<file path="src/hdl/pbps_pkg.sv">
// pbps_pkg: shared types and constants for the power button press sequencer.
// Used by pbps_regs, pbps_core and power_button_press_sequencer.
`default_nettype none

package pbps_pkg;

  localparam int LED_COUNT = 4;
  localparam int CNT_W = $clog2(LED_COUNT + 1);
  localparam int LED_SHOWN = (LED_COUNT > 4) ? 4 : LED_COUNT;
  localparam logic [3:0] ALL_LEDS = 4'((1 << LED_SHOWN) - 1);

  localparam int PADDR_W = 4;
  localparam int PDATA_W = 32;

  localparam logic [15:0] WINDOW_RESET = 16'd1000;
  localparam logic [13:0] INTERVAL_RESET = 14'd500;
  localparam logic [15:0] HOLD_RESET = 16'd2000;
  localparam logic [15:0] ELAPSED_MAX = 16'hFFFF;

  // register indexes, word addressed
  localparam logic [1:0] REG_WINDOW = 2'd0;
  localparam logic [1:0] REG_INTERVAL = 2'd1;
  localparam logic [1:0] REG_HOLD = 2'd2;

  typedef struct packed {
    logic [15:0] window;
    logic [13:0] interval;
    logic [15:0] hold;
  } cfg_t;

  typedef struct packed {
    logic [3:0] led_mask;
    logic       power_led;
    logic       start_homing;
    logic [2:0] phase;
  } res_t;

endpackage

`default_nettype wire

</file>
<file path="src/hdl/pbps_regs.sv">
// pbps_regs: APB-style configuration registers (window, LED interval, hold).
// Depends on pbps_pkg.
`default_nettype none

module pbps_regs (
  input  wire logic                       clk_i,
  input  wire logic                       rst_ni,
  input  wire logic                       psel,
  input  wire logic                       penable,
  input  wire logic                       pwrite,
  input  wire logic [pbps_pkg::PADDR_W-1:0] paddr,
  input  wire logic [pbps_pkg::PDATA_W-1:0] pwdata,
  output logic      [pbps_pkg::PDATA_W-1:0] prdata,
  output logic                            pready,
  output pbps_pkg::cfg_t                  cfg_o
);
  import pbps_pkg::*;

  cfg_t       cfg_q;
  logic [1:0] idx;
  logic       wr_en;

  assign idx = paddr[3:2];
  assign wr_en = psel && penable && pwrite;
  assign pready = 1'b1;
  assign cfg_o = cfg_q;

  always_ff @(posedge clk_i or negedge rst_ni) begin
    if (!rst_ni) begin
      cfg_q.window <= WINDOW_RESET;
      cfg_q.interval <= INTERVAL_RESET;
      cfg_q.hold <= HOLD_RESET;
    end else if (wr_en) begin
      case (idx)
        REG_WINDOW:   cfg_q.window <= pwdata[15:0];
        REG_INTERVAL: cfg_q.interval <= pwdata[13:0];
        REG_HOLD:     cfg_q.hold <= pwdata[15:0];
        default: ;
      endcase
    end
  end

  always_comb begin
    case (idx)
      REG_WINDOW:   prdata = {16'd0, cfg_q.window};
      REG_INTERVAL: prdata = {18'd0, cfg_q.interval};
      REG_HOLD:     prdata = {16'd0, cfg_q.hold};
      default:      prdata = '0;
    endcase
  end

endmodule

`default_nettype wire

</file>
<file path="src/hdl/pbps_core.sv">
// pbps_core: gesture state machine with hold timer and LED step threshold.
// Depends on pbps_pkg; updates its state once per step_en.
`default_nettype none

module pbps_core (
  input  wire logic           clk_i,
  input  wire logic           rst_ni,
  input  wire logic           step_en_i,
  input  wire logic           pressed_i,
  input  pbps_pkg::cfg_t      cfg_i,
  output pbps_pkg::res_t      res_o
);
  import pbps_pkg::*;

  typedef enum logic [2:0] {
    PH_IDLE        = 3'd0,
    PH_WAIT_REL    = 3'd1,
    PH_WAIT_SECOND = 3'd2,
    PH_HOLD        = 3'd3,
    PH_DONE        = 3'd4
  } phase_e;

  phase_e           phase_q, phase_d;
  logic [15:0]      elapsed_q, elapsed_d;
  logic [CNT_W-1:0] cnt_q, cnt_d;
  logic [16:0]      thr_q, thr_d;
  logic [3:0]       led_q, led_d;
  logic             pwr_q, pwr_d;
  logic             homing;
  logic [15:0]      elapsed_inc;

  assign elapsed_inc = (elapsed_q < ELAPSED_MAX) ? elapsed_q + 16'd1 : elapsed_q;

  always_comb begin
    phase_d = phase_q;
    elapsed_d = elapsed_q;
    cnt_d = cnt_q;
    thr_d = thr_q;
    led_d = led_q;
    pwr_d = pwr_q;
    homing = 1'b0;
    case (phase_q)
      PH_WAIT_REL: begin
        if (!pressed_i) begin
          phase_d = PH_WAIT_SECOND;
          elapsed_d = '0;
        end
      end
      PH_WAIT_SECOND: begin
        // window expiry wins over a press on the same tick
        if (elapsed_q >= cfg_i.window) begin
          phase_d = PH_IDLE;
          cnt_d = '0;
          led_d = '0;
        end else if (pressed_i) begin
          phase_d = PH_HOLD;
          elapsed_d = '0;
          cnt_d = '0;
          thr_d = {3'd0, cfg_i.interval};
        end else begin
          elapsed_d = elapsed_inc;
        end
      end
      PH_HOLD: begin
        if (!pressed_i) begin
          phase_d = PH_IDLE;
          cnt_d = '0;
          led_d = '0;
        end else begin
          elapsed_d = elapsed_inc;
          if (cnt_q < CNT_W'(LED_COUNT) && {1'b0, elapsed_inc} >= thr_q) begin
            // shifts past the visible LEDs leave the mask alone
            led_d = led_q & ~(4'b0001 << cnt_q);
            cnt_d = cnt_q + CNT_W'(1);
            thr_d = thr_q + {3'd0, cfg_i.interval};
          end
          if (elapsed_inc >= cfg_i.hold) begin
            phase_d = PH_DONE;
            pwr_d = 1'b1;
          end
        end
      end
      PH_DONE: begin
        if (!pressed_i) begin
          phase_d = PH_IDLE;
          homing = 1'b1;
        end
      end
      default: begin
        phase_d = PH_IDLE;
        if (pressed_i) begin
          phase_d = PH_WAIT_REL;
          led_d = ALL_LEDS;
        end
      end
    endcase
  end

  always_ff @(posedge clk_i or negedge rst_ni) begin
    if (!rst_ni) begin
      phase_q <= PH_IDLE;
      elapsed_q <= '0;
      cnt_q <= '0;
      thr_q <= '0;
      led_q <= '0;
      pwr_q <= 1'b0;
    end else if (step_en_i) begin
      phase_q <= phase_d;
      elapsed_q <= elapsed_d;
      cnt_q <= cnt_d;
      thr_q <= thr_d;
      led_q <= led_d;
      pwr_q <= pwr_d;
    end
  end

  assign res_o.led_mask = led_d;
  assign res_o.power_led = pwr_d;
  assign res_o.start_homing = homing;
  assign res_o.phase = phase_d;

endmodule

`default_nettype wire

</file>
<file path="src/hdl/power_button_press_sequencer.sv">
// power_button_press_sequencer: top level with input register, result register
// and handshake. Depends on pbps_pkg, pbps_regs and pbps_core.
`default_nettype none

// Takes one tick item per clock cycle unless stalled by the sink, and returns
// exactly one result per item, showing LED mask, power LED, homing pulse and
// phase after that tick. An item waits in the input register until it advances,
// and its result is then registered in the result register, raising
// out_valid_o. A new item is taken while a finished result waits for the sink.
// Registers may be written only while no item is in flight.
module power_button_press_sequencer (
  input  wire logic                         clk_i,
  input  wire logic                         rst_ni,
  input  wire logic                         in_valid_i,
  output logic                              in_stall_o,
  input  wire logic                         button_pressed_i,
  output logic                              out_valid_o,
  input  wire logic                         out_stall_i,
  output logic [3:0]                        led_mask_o,
  output logic                              power_led_o,
  output logic                              start_homing_o,
  output logic [2:0]                        sequence_phase_o,
  input  wire logic                         psel,
  input  wire logic                         penable,
  input  wire logic                         pwrite,
  input  wire logic [pbps_pkg::PADDR_W-1:0] paddr,
  input  wire logic [pbps_pkg::PDATA_W-1:0] pwdata,
  output logic      [pbps_pkg::PDATA_W-1:0] prdata,
  output logic                              pready
);
  import pbps_pkg::*;

  cfg_t cfg;
  res_t res_next;
  res_t res_q;
  logic s1_valid_q;
  logic s1_pressed_q;
  logic out_valid_q;
  logic adv;
  logic in_acc;

  assign adv = s1_valid_q && !(out_valid_q && out_stall_i);
  assign in_stall_o = s1_valid_q && !adv;
  assign in_acc = in_valid_i && !in_stall_o;

  pbps_regs u_regs (
    .clk_i   (clk_i),
    .rst_ni  (rst_ni),
    .psel    (psel),
    .penable (penable),
    .pwrite  (pwrite),
    .paddr   (paddr),
    .pwdata  (pwdata),
    .prdata  (prdata),
    .pready  (pready),
    .cfg_o   (cfg)
  );

  pbps_core u_core (
    .clk_i     (clk_i),
    .rst_ni    (rst_ni),
    .step_en_i (adv),
    .pressed_i (s1_pressed_q),
    .cfg_i     (cfg),
    .res_o     (res_next)
  );

  always_ff @(posedge clk_i or negedge rst_ni) begin
    if (!rst_ni) begin
      s1_valid_q <= 1'b0;
      out_valid_q <= 1'b0;
    end else begin
      if (in_acc) begin
        s1_valid_q <= 1'b1;
      end else if (adv) begin
        s1_valid_q <= 1'b0;
      end
      if (adv) begin
        out_valid_q <= 1'b1;
      end else if (!out_stall_i) begin
        out_valid_q <= 1'b0;
      end
    end
  end

  always_ff @(posedge clk_i) begin
    if (in_acc) begin
      s1_pressed_q <= button_pressed_i;
    end
    if (adv) begin
      res_q <= res_next;
    end
  end

  assign out_valid_o = out_valid_q;
  assign led_mask_o = res_q.led_mask;
  assign power_led_o = res_q.power_led;
  assign start_homing_o = res_q.start_homing;
  assign sequence_phase_o = res_q.phase;

  // homing only follows a completed hold
  a_homing_needs_power: assert property (@(posedge clk_i) disable iff (!rst_ni)
    out_valid_o && start_homing_o |-> power_led_o)
    else $error("start_homing without power led");

  a_adv_gives_result: assert property (@(posedge clk_i) disable iff (!rst_ni)
    adv |=> out_valid_o)
    else $error("advanced item did not reach result register");

  a_stall_only_when_full: assert property (@(posedge clk_i) disable iff (!rst_ni)
    in_stall_o |-> s1_valid_q && out_valid_o && out_stall_i)
    else $error("input stalled with room downstream");

endmodule

`default_nettype wire
</file>
<file path="config.mk">
export PLATFORM = sky130hd
export DESIGN_NAME = power_button_press_sequencer
export DESIGN_NICKNAME = d
export VERILOG_FILES = /design/src/hdl/pbps_pkg.sv /design/src/hdl/pbps_regs.sv /design/src/hdl/pbps_core.sv /design/src/hdl/power_button_press_sequencer.sv
export SDC_FILE = /design/constraint.sdc
export NUM_CORES = 1
export LEC_CHECK = 0
export BUFFER_PORTS_ARGS = -buffer_cell sky130_fd_sc_hd__buf_2
export CORE_MARGIN = 2
export CORE_UTILIZATION = 53
export DETAILED_ROUTE_END_ITERATION = 10
export PLACE_DENSITY = 0.75
export SLEW_MARGIN = 30
export SYNTH_ARGS = -nofsm -noshare
export SYNTH_HDL_FRONTEND = slang
export SYNTH_SLANG_ARGS = --single-unit
</file>
<file path="constraint.sdc">
create_clock -name clk_i -period 3.3 [get_ports clk_i]
set_input_delay 0.66 -clock clk_i [delete_from_list [all_inputs] [get_ports clk_i]]
set_output_delay 0.66 -clock clk_i [all_outputs]
set_load 0.005 [all_outputs]
</file>
# After elaboration in Yosys (flattened, before gate mapping)
# Index checks and enable logic that the tools add are counted.
# totals
output_inout_bits,44
elab_cells,100
input_bits,44
ff_bits,102
# classes
n_eq_ne,14
n_bitwise,2
add_sub_neg,3
n_reduce_logical,21
magnitude_cmp,5
shift,1
muxes,38
# op_table
cell,n
case mux 16 bit (3 select lines),2
two-way mux 16 bit,5
two-way mux 17 bit,4
case mux 17 bit (2 select lines),1
>= comparator 16 bit,2
two-way mux 3 bit,10
adder 17 x 14 -> 17 bit,1
>= comparator 16 x 17 -> 1 bit,1
adder 16 x 1 -> 16 bit (second input constant),1
< comparator 16 bit (second input constant),1
two-way mux 4 bit,4
case mux 3 bit (4 select lines),1
case mux 4 bit (3 select lines),1
two-way mux 1 bit,9
!= test 2 bit (second input constant),4
logical AND 1 bit,7
equality test 3 x 2 -> 1 bit (second input constant),2
!= test 3 x 2 -> 1 bit (second input constant),2
case mux 3 bit (2 select lines),1
AND reduction 2 bit,3
AND reduction 6 bit,1
AND reduction 5 bit,1
bitwise AND 4 bit,1
!= test 2 x 1 -> 1 bit (second input constant),2
other kinds (14),17

# Longest topological paths before layout
# depth
depth_word,8
depth_mapped,18

# By module
# Synthesis repeated with hierarchy kept, for this count alone.
# unflattened
hier_cells,737
area_unflattened_um2,7220.7
# by_module_without_submodules
mod,seq_area_each_um2,area_each_um2,n_inst,cells_each
pbps_core,1101.1,4548.1,1,548
pbps_regs,1173.6,2279.7,1,171
power_button_press_sequencer,350.3,392.9,1,18

# Worst setup path before layout
# No wires, ideal clock.
# synth_path
path_kind,register to register
start,reg u_core.elapsed_q[2]
end,reg u_core.thr_q[10]
n_path_buf,5
arrival_time_ps,3391
path_stages_with_launch,18
setup_time_ps,125
required_ps,3175
path_slack_ps,-216
synth_period_minus_slack_ps,3516
cell_sequence,dfrtp_1 -> buf_4 -> and4_1 -> buf_4 -> nand4_2 -> or3_1 -> buf_2 -> nand3_1 -> xnor2_1 -> ha_1 -> and4_1 -> a31oi_1 -> a31oi_1 -> nand2b_1 -> and3_1 -> buf_6 -> buf_12 -> mux2_4
# synth_between
elab_chain_len,6
word_cells_on_any_way,9
classes_between,add/sub: 1; order compare: 3; eq/ne: 2; mux: 1; reduce/logical: 2
# synth_rtl
element,line_no,rtl
from (decl),pbps_core.sv:24,"logic [15:0] elapsed_q, elapsed_d;"
from (signal assigned),pbps_core.sv:109,elapsed_q <= elapsed_d;
adder 16 x 1 -> 16 bit or < comparator 16 bit (tied branches),pbps_core.sv:32,assign elapsed_inc = (elapsed_q < ELAPSED_MAX) ? elapsed_q + 16'd1 : elapsed_q;
two-way mux 16 bit,pbps_core.sv:32,
>= comparator 16 x 17 -> 1 bit,pbps_core.sv:71,"if (cnt_q < CNT_W'(LED_COUNT) && {1'b0, elapsed_inc} >= thr_q) begin"
logical AND 1 bit,pbps_core.sv:71,
!= test 2 x 1 -> 1 bit (no line),-,
AND reduction 6 bit (no line) *,-,
to (signal assigned),pbps_core.sv:111,thr_q <= thr_d;
to (decl),pbps_core.sv:26,"logic [16:0] thr_q, thr_d;"
# Every way passes the cells marked *; elsewhere a longest branch is shown, timed or not.
# A chain may end at the register's enable or synchronous reset.

# Worst setup path after layout
# layout_path
start,reg u_core.elapsed_q[1]
end,reg u_core.thr_q[10]
# The elaborated chain is that of the path after synthesis.

==> flow_summary_export.csv <==
group,metric,value,unit
run_status,status,"finished with violations",
run_status,violations,"negative setup slack",
synth,netlist_top_cells_count,"nand2_1, dfrtp_1, o21ai_0",
grt,antenna_found_initial,0,
grt,grt_pass1_wl,28.5,mm
critical_path,cp-start-kind,"register",
synth,synth_cells,743,
detailed_routing,drt-total-wl,18.7,mm
clock_network,clock_path_buffers,2,
pwr,power.density,623,mW/mm²
run,drv_cap,0,
cells_and_area,nets,973,
cells_and_area,diodes,0,
floorplan,die-width,118,µm
detailed_routing,firstDrtPassIters,5,
clock_network,cts_tree,"built",
synth,synth_top_area_share,26.8,%
pwr,power,5.35,mW
critical_path,worst_path_largest_cell_delay,0.41,ns
cells_and_area,syn2layout_area_growth,24.5,%
critical_path,critical_path_class,"reg -> reg",
sta,period_needed,3.39,ns
critical_path,crit_slowest_cell,"dfrtp_1",
sta,slew_violations,0,
detailed_routing,ant_nets,0,
cells_and_area,fin_cells,1037,
sta,timing.slew.headroom,53.4,%
min_path,min-delay-path-class,"in -> async",
grt,grt_pass1_vias,5717,
grt,track_usage,25.7,%
critical_path,cp.required,3.54,ns
critical_path,r2r-start,"u_core.elapsed_q[1]",
place,port-buffer-count,52,
sta,setup_violations,15,
synth,yosys-top-cells-area,"dfrtp_1, ha_1, dfstp_2",
sta,hold_violations,0,
detailed_routing,drcViolationCount,0,
cells_and_area,finish.utilization,67.9,%
clock_network,ctsRootBufferMaster,"clkbuf_16",
critical_path,setup.worst_path.end_class,"register",
cells_and_area,num-fill-cells,932,
floorplan,rows,41,
synth,synth_top_cell_by_area,"dfrtp_1",
place,finalWeightedCongestion,0.871,
synth,synth_cell_types,64,
detailed_routing,viasPerCell,5.85,
synth,syn-mean-instance-area,9.30,µm²
critical_path,r2r-end,"u_core.thr_q[10]",
cells_and_area,drive_gt1_share,29.0,%
floorplan,die_h,118,µm
synth,synthFlopType,"dfrtp_1",
critical_path,arrival,3.63,ns
place,dp_cells,1004,
sta,fmax,295,MHz
clock_network,cts.sinks,102,
floorplan,io_pins,88,
synth,ys_warn_count,0,
detailed_routing,via_count,6062,
sta,fin_crit_sh,103,%
critical_path,cp_cell_sequence,"ha_4 > nand4_4 > nor3_4 > nor2_4 > nand4_1 > xnor2_2 > ha_1 > and4_4 > buf_4 > a21oi_2 > a31oi_4 > nand2b_4 > and3_4 > clkbuf_16 > mux2_4",
place,placed_cell_area,0.00772,mm²
critical_path,rrSetupSlack,-0.09,ns
place,hpwl,13.2,mm
clock_network,cts_buffers,9,
floorplan,die_area,0.0140,mm²
sta,rsz0062_at_grt,"yes",
clock_network,h-tree-depth,3,
pwr,ir_drop,276,µV
sta,worst_pin_slew,0.698,ns
place,place_ws,-0.306,ns
synth,yosysMostFrequentCell,"nand2_1",
cells_and_area,final_area,0.00860,mm²
synth,ys_seq_area_share,38.0,%
sta,final.setup.worst_slack,-0.0931,ns
critical_path,critPathMaxFanout,7,
pwr,p_leak,4.07,nW
floorplan,initial_core_util,54.5,%
clock_network,cts_hold_buffers,0,
clock_network,clkLatencyLatePin,0.36,ns
detailed_routing,drtIter0Drc,499,
sta,clock_skew,0.00635,ns
critical_path,rr_worst_depth,15,
synth,synth-edff-count,10,
clock_network,clk_pin_slew,0.07,ns
synth,ys_seq_elements,102,
synth,synthArstFlopShare,90.2,%
synth,netlist_area,0.00691,mm²
grt,grt-ovfl-total,0,
floorplan,core_area,0.0127,mm²
grt,grt_max_degree,52,
detailed_routing,avgRoutedWirePerCell,18.0,µm
[cells in the final DEF (no fill, tap or decap), drive strengths merged, types with 18 or more instances in the layout]
| cell type | n |
|---|---|
| a21oi | 33 |
| nand2 | 93 |
| inv | 59 |
| mux2 | 25 |
| nand3 | 23 |
| buf | 132 |
| dfrtp | 74 |
| ha | 68 |
| nor2 | 34 |
| mux2i | 25 |
| o21ai | 74 |
| dfstp | 18 |
[registers in the layout, indices dropped and copies added, names as in the netlist, 3 cells and up]
signal,cells
u_core.elapsed_q,16
u_regs.cfg_o,46
led_mask_o,4
u_core.led_q,4
u_core.phase_q,3
sequence_phase_o,3
u_core.thr_q,17
u_core.cnt_q,3
[logic make-up (layout without fill, tap and decap cells)]
family | Yosys count | in the layout | share of synthesized area, %
flops | 102 | 102 | 38.0
mux | 50 | 50 | 7.92
xor+xnor | 23 | 23 | 2.92
compound gates | 190 | 190 | 17.7
fa+ha+maj | 69 | 69 | 12.6
buf+inv | 101 | 208 | 6.90
other cells | 2 | 17 | 0.109
simple gates | 206 | 206 | 13.9
[timing repair]
| action | CTS | global route |
|---|---|---|
| setup endpoints to repair | 36 | 36 |
| buffers inserted | 7 | 9 |
| pin swaps | 15 | 22 |
| gates cloned | 0 | 1 |
| resized for setup | 34 | 47 |
[stage by stage]
step,hold slack [ns],TNS (ns)
after floorplan,0.364,-0.178
after global placement,0.455,-3.49
after detailed placement,0.476,-5.95
after CTS,0.360,0
after global routing,0.392,-4.04
final,0.337,-0.731
[per-layer routing]
metal | wire (µm) | track usage (%) | part of all wire, %
met5 | 0 | 0 | 0
met4 | 543 | 9.19 | 2.9
met3 | 1010 | 3.33 | 5.4
met2 | 8930 | 42.5 | 48
met1 | 8190 | 34.7 | 44
[power breakdown]
group	internal, mW	switching [mW]
clock network	0.589	0.463
logic	1.10	1.33
registers	1.62	0.255
[worst max-delay path by stage]
stage / from / end / slack (ns) / cells after the start
floorplan: u_core.elapsed_q[2] / u_core.thr_q[10] / -0.04 / 17
global placement: u_core.elapsed_q[2] / u_core.thr_q[0] / -0.21 / 16
detailed placement: u_core.elapsed_q[3] / u_core.thr_q[4] / -0.31 / 16
CTS: u_core.elapsed_q[2] / u_core.thr_q[0] / 0.006 / 14
global route: u_core.elapsed_q[3] / u_core.thr_q[10] / -0.20 / 15
finish: u_core.elapsed_q[1] / u_core.thr_q[10] / -0.09 / 15
[critical path, delay by kind of cell (launching register included)]
| family | cells | cell delay (ns) |
|---|---|---|
| buffers and inverters | 2 | 0.29 |
| muxes | 1 | 0.29 |
| adders and majority gates | 2 | 0.47 |
| AOI/OAI and AO/OA | 2 | 0.30 |
| xor gates and xnor gates | 1 | 0.29 |
| and+or+nand+nor | 7 | 1.21 |
| DFF | 1 | 0.41 |
[layout make-up]
class / count / area (µm²) / area share, %
inverter: 59 / 221 / 2.58
clock inverter: 3 / 45.0 / 0.524
timing repair buffer: 133 / 932 / 10.8
clock buffer: 13 / 240 / 2.79
multi-input combinational: 555 / 4320 / 50.2
sequential: 102 / 2630 / 30.5
tap: 172 / 215 / 2.50
(Power assumes the default switching activity.)
